<file path="config.mk">
export PLATFORM = sky130hd
export DESIGN_NAME = brb_ctrl
export DESIGN_NICKNAME = d
export VERILOG_FILES = /design/src/rtl/core/byte_ring_buffer_unit_macros.svh /design/src/rtl/core/brb_pkg.sv /design/src/rtl/core/brb_ctrl.sv
export SDC_FILE = /design/constraint.sdc
export NUM_CORES = 1
export LEC_CHECK = 0
export BUFFER_PORTS_ARGS = -buffer_cell sky130_fd_sc_hd__buf_2
export CAP_MARGIN = 30
export CORE_AREA = 2 2 39 41
export CTS_BUF_LIST = sky130_fd_sc_hd__clkbuf_16
export DETAILED_ROUTE_END_ITERATION = 6
export DIE_AREA = 0 0 41 43
export GPL_ROUTABILITY_DRIVEN = 0
export SLEW_MARGIN = 20
export SYNTH_ARGS = -nofsm -noshare
export SYNTH_HDL_FRONTEND = slang
export SYNTH_SLANG_ARGS = --single-unit
export TNS_END_PERCENT = 100
</file>
<file path="constraint.sdc">
create_clock -name i_clk -period 2.1 [get_ports i_clk]
set_clock_uncertainty 0.2 [all_clocks]
set_input_delay 0.315 -clock i_clk [delete_from_list [all_inputs] [get_ports i_clk]]
set_output_delay 0.315 -clock i_clk [all_outputs]
set_load 0.005 [all_outputs]
</file>
<file path="src/rtl/core/byte_ring_buffer_unit_macros.svh">
// Assertion macros used by the top level of the byte ring buffer RTL.
`ifndef BYTE_RING_BUFFER_UNIT_MACROS_SVH
`define BYTE_RING_BUFFER_UNIT_MACROS_SVH

// Same-cycle implication, disabled while reset is asserted.
`define BRB_ASSERT_IMP(label, clk, rst_n, ante, cons) \
    label: assert property (@(posedge clk) disable iff (!rst_n) (ante) |-> (cons)) \
        else $error("byte ring buffer: same-cycle check failed");

// Next-cycle implication, disabled while reset is asserted.
`define BRB_ASSERT_NXT(label, clk, rst_n, ante, cons) \
    label: assert property (@(posedge clk) disable iff (!rst_n) (ante) |=> (cons)) \
        else $error("byte ring buffer: next-cycle check failed");

`endif

</file>
<file path="src/rtl/core/brb_pkg.sv">
// Package with the types and constants of the byte ring buffer.
package brb_pkg;

    localparam int SLOT_COUNT_DEF       = 1024;
    localparam int DEFAULT_CAPACITY_DEF = 1023;

    localparam int OP_W   = 3;
    localparam int BYTE_W = 8;
    localparam int CNT_W  = 10;
    localparam int RUN_W  = 11;

    typedef enum logic [OP_W-1:0] {
        OP_ENQUEUE     = 3'd0,
        OP_DEQUEUE     = 3'd1,
        OP_PEEK        = 3'd2,
        OP_WRITE_AHEAD = 3'd3,
        OP_MOVE_REAR   = 3'd4,
        OP_MOVE_FRONT  = 3'd5,
        OP_CLEAR       = 3'd6
    } t_op;

    typedef enum logic [1:0] {
        S_IDLE,
        S_EVAL,
        S_EXEC,
        S_REPORT
    } t_state;

    typedef struct packed {
        logic load;
        logic eval;
        logic exec;
        logic report;
    } t_cmd;

endpackage

</file>
<file path="src/rtl/core/brb_ctrl.sv">
// Sequencer that steps one transaction through evaluate, execute and report.
module brb_ctrl (
    input  logic        i_clk,
    input  logic        i_rst_n,
    input  logic        i_start,
    output logic        o_busy,
    output logic        o_done,
    output brb_pkg::t_cmd o_cmd
);
    import brb_pkg::*;

    t_state r_state;
    t_state n_state;
    logic   r_done;

    always_ff @(posedge i_clk) begin
        if (!i_rst_n) begin
            r_state <= S_IDLE;
            r_done  <= 1'b0;
        end else begin
            r_state <= n_state;
            r_done  <= (r_state == S_REPORT);
        end
    end

    always_comb begin
        n_state = r_state;
        unique case (r_state)
            S_IDLE: begin
                if (i_start) begin
                    n_state = S_EVAL;
                end
            end
            S_EVAL:   n_state = S_EXEC;
            S_EXEC:   n_state = S_REPORT;
            S_REPORT: n_state = S_IDLE;
        endcase
    end

    always_comb begin
        o_cmd        = '0;
        o_cmd.load   = (r_state == S_IDLE) && i_start;
        o_cmd.eval   = (r_state == S_EVAL);
        o_cmd.exec   = (r_state == S_EXEC);
        o_cmd.report = (r_state == S_REPORT);
    end

    assign o_busy = (r_state != S_IDLE);
    assign o_done = r_done;

endmodule

</file>
# ---- Word level (Yosys, flattened, before mapping)
# Cells that the tools add are included.
dict set report classes {
  eq_ne 4
  muxes 2
  n_reduce_logical 3
}
# operator n
set ops {}
lappend ops {{$pmux W2 S4} 1}
lappend ops {{$eq A2 B2 Y1 const B} 2}
lappend ops {{$eq A2 B1 Y1 const B} 1}
lappend ops {{$logic_not A2 Y1} 1}
lappend ops {{$mux W2} 1}
lappend ops {{$ne A2 B2 Y1 const B} 1}
lappend ops {{$reduce_bool A2 Y1} 1}
lappend ops {{$logic_and A1 B1 Y1} 1}
dict set report word_totals {
  ff_bits 3
  inputBits 3
  out_inout_bits 6
  elab_cells 11
}

# ---- Depth between registers and ports, before layout
dict set report depth {
  ltp_word 2
  mapped_depth 5
  mapped_depth_nobuf 5
}

# ---- Worst setup path after synthesis
# No wires, ideal clock.
dict set report synth_timing {
  path_type {register to output}
  from {reg r_state[0]}
  to {out o_cmd[3] in the netlist's numbering}
  t_arrival_ns 0.869
  t_required_ns 1.585
  path_slack_ns 0.716
  path_stages_with_launch 4
  n_path_buf 0
  cell_sequence {dfxtp_1 -> inv_1 -> ha_1 -> and2_2}
}
# item line_no
set synth_rtl {}
lappend synth_rtl {{start: declaration} brb_ctrl.sv:12} ;# t_state r_state;
lappend synth_rtl {{start signal: assignment} brb_ctrl.sv:21} ;# r_state <= n_state;
lappend synth_rtl {{end: declaration} brb_ctrl.sv:8} ;# output brb_pkg::t_cmd o_cmd

==> impl_metrics.tcl <==
set metrics [dict create \
    post-route-util_pct 24.1 \
    grt_overflow 0 \
    die_y_um 43 \
    wirelength_um 364 \
    layout-drive-gt1-share_pct 41.9 \
    crit_type "reg2out" \
    start_util_pct 14.1 \
    ctsHoldBuffers 0 \
    drt_iter0_markers 1 \
    met3_usage_pct 1.57 \
    ir_drop_uv 264 \
    cts_tree "done" \
    cts_resized 0 \
    path_cells "inv_1, ha_1, and2_2, buf_2" \
    fp.dieW_um 41 \
    clkTransAtPathRegs_ns 0.03 \
    io_pins 9 \
    use_met1_pct 3.21 \
    slew_violations 0 \
    pre_cts_ws_ns 0.536 \
    fin_crit_ns 1.79 \
    slowest_stage "dfxtp_1" \
    cp_max_fo 4 \
    total_power_mw 0.569 \
    leakagePower_nw 0.192 \
    status "completed" \
    drc 0 \
    grt_pass1_vias 146 \
    cts_buffers 3 \
    areaGrowthSynthToFinish_pct 71.2 \
    netlist_instances 19 \
    ys_warn_count 0 \
    hold_viol 0 \
    antenna_found_initial 0 \
    timing.final.ws_setup_ns 0.311 \
    postCtsSetupRepairBufs 0 \
    drv_cap 0 \
    grt_pass1_wl_um 483 \
    routedWlPerCell_um 7.74 \
    rsz0062_at_grt "no" \
    grt_max_degree 5 \
    regArea_sq_um 60.1 \
    crit_required_ns 1.58 \
    die_area_sq_um 1760 \
    clock-sinks 3 \
    slowest_delay_ns 0.38 \
    grt_use_met2_pct 6.88 \
    cts_buffer_depth 2 \
    multiInputGateArea_sq_um 124 \
    rows 14 \
    htreeDepth 1 \
    yosysUniqueCellTypes 11 \
    io_buffers 8 \
    whs_ns 0.124 \
    timing.final.crit_share_pct 85.2 \
    num_antenna_cells 0 \
    coreArea_sq_um 1380 \
    cts_root_buf "clkbuf_16" \
    drtPass1Iterations 2 \
    rrSetupSlack_ns 0.74 \
    viasPerCell 3.32 \
    num_vias 156 \
    slew_headroom_pct 92.3 \
    power_density_nw_per_um2 1700 \
    cp.arrival_ns 1.27 \
    syn-cell-area_sq_um 195 \
    worstSkewPairLatency_ns 0.23 \
    fill_cells 153 \
    cp-start-kind "register" \
    fmax_ghz 0.559 \
    globalRoute.busiestLayer "met4" \
    track_usage_pct 5.32 \
    end_kind "primary output" \
    ys_seq_area_share_pct 30.8 \
    final_net_count 40 \
    synth_nets 27 \
    synth.avg_cell_area_sq_um 10.3 \
    antenna_left 0 \
    setup_violations 0 \
    min_path_type "in2reg" \
    timing.setup.tns_ns 0 \
    ys_ff_latch 3 \
    tightest_slew_ns 0.112 \
]
stage by stage:
step	instances	area, sq um
after global routing	47	334
after CTS	47	334
after detailed placement	43	255
after global placement	43	255
after floorplan	19	195
final	47	334
critical path: cells and delay by family (launching register included):
family        cells  cell delay (ns)
flops             1             0.38
fa+ha+maj         1             0.25
simple gates      1             0.20
buf+inv           2             0.22
power by group:
part           switching, mW  leakage [nW]  total [mW]  internal (mW)
clock                 0.0569        0.0423       0.303          0.246
combinational         0.0840         0.125       0.171         0.0869
sequential            0.0191        0.0247      0.0955         0.0764
total                  0.160         0.192       0.569          0.409
final timing paths:
| path | from | end | cells past startpoint |
|---|---|---|---|
| setup reg to reg | r_state[0] | r_state[1] | 5 |
| setup / recovery | r_state[0] | o_cmd[3] | 4 |
| hold / removal | i_rst_n | o_done | 2 |
| hold reg to reg | r_state[1] | r_state[1] | 2 |
cells by family (layout without fill, tap and decap cells):
logic type	Yosys count	count (layout)	share of synthesized area [%]
buffers and inverters	3	15	5.77
DFF	3	3	30.8
muxes	1	1	5.13
and+or+nand+nor	6	6	21.2
AOI/OAI and AO/OA	1	1	5.13
adders and majority gates	5	5	32.1
cell usage in the layout, fill, tap and decap left out, drive strengths merged:
master  count
o211a       1
and2        2
buf         8
ha          5
nor2        1
nand2       1
inv         4
nor2b       1
mux2i       1
dfxtp       3
nand2b      1
clkbuf      3
final cells by class:
| type | count | share of cell area [%] |
|---|---|---|
| clock inverters | 1 | 1.12 |
| inverters | 3 | 3.37 |
| clock buffers | 3 | 22.5 |
| well taps | 16 | 5.99 |
| multi-input cells | 13 | 37.1 |
| flip-flops and latches | 3 | 18.0 |
| repair buffers | 8 | 12.0 |
Yosys cell counts:
cell type,instances,area [sq um]
and2_1,1,6.26
ha_1,5,62.6
mux2i_1,1,10.0
nand2b_4,1,13.8
and2_2,1,7.51
o211a_1,1,10.0
dfxtp_1,3,60.1
nor2_1,1,3.75
inv_1,3,11.3
nor2b_1,1,6.26
nand2_1,1,3.75
registers in the layout, summed over array words and instances, names as in the netlist:
name / cells
o_done: 1
r_state: 2
per-layer routing:
| layer | wire length [um] | part of all wire [%] | vias to the layer above |
|---|---|---|---|
| li1 | - | - | 81 |
| met1 | 125 | 34 | 67 |
| met2 | 182 | 50 | 6 |
| met3 | 31 | 8.5 | 2 |
| met4 | 24 | 6.6 | 0 |
| met5 | 0 | 0 | - |
No activity file was read; power rests on OpenSTA's default activity.
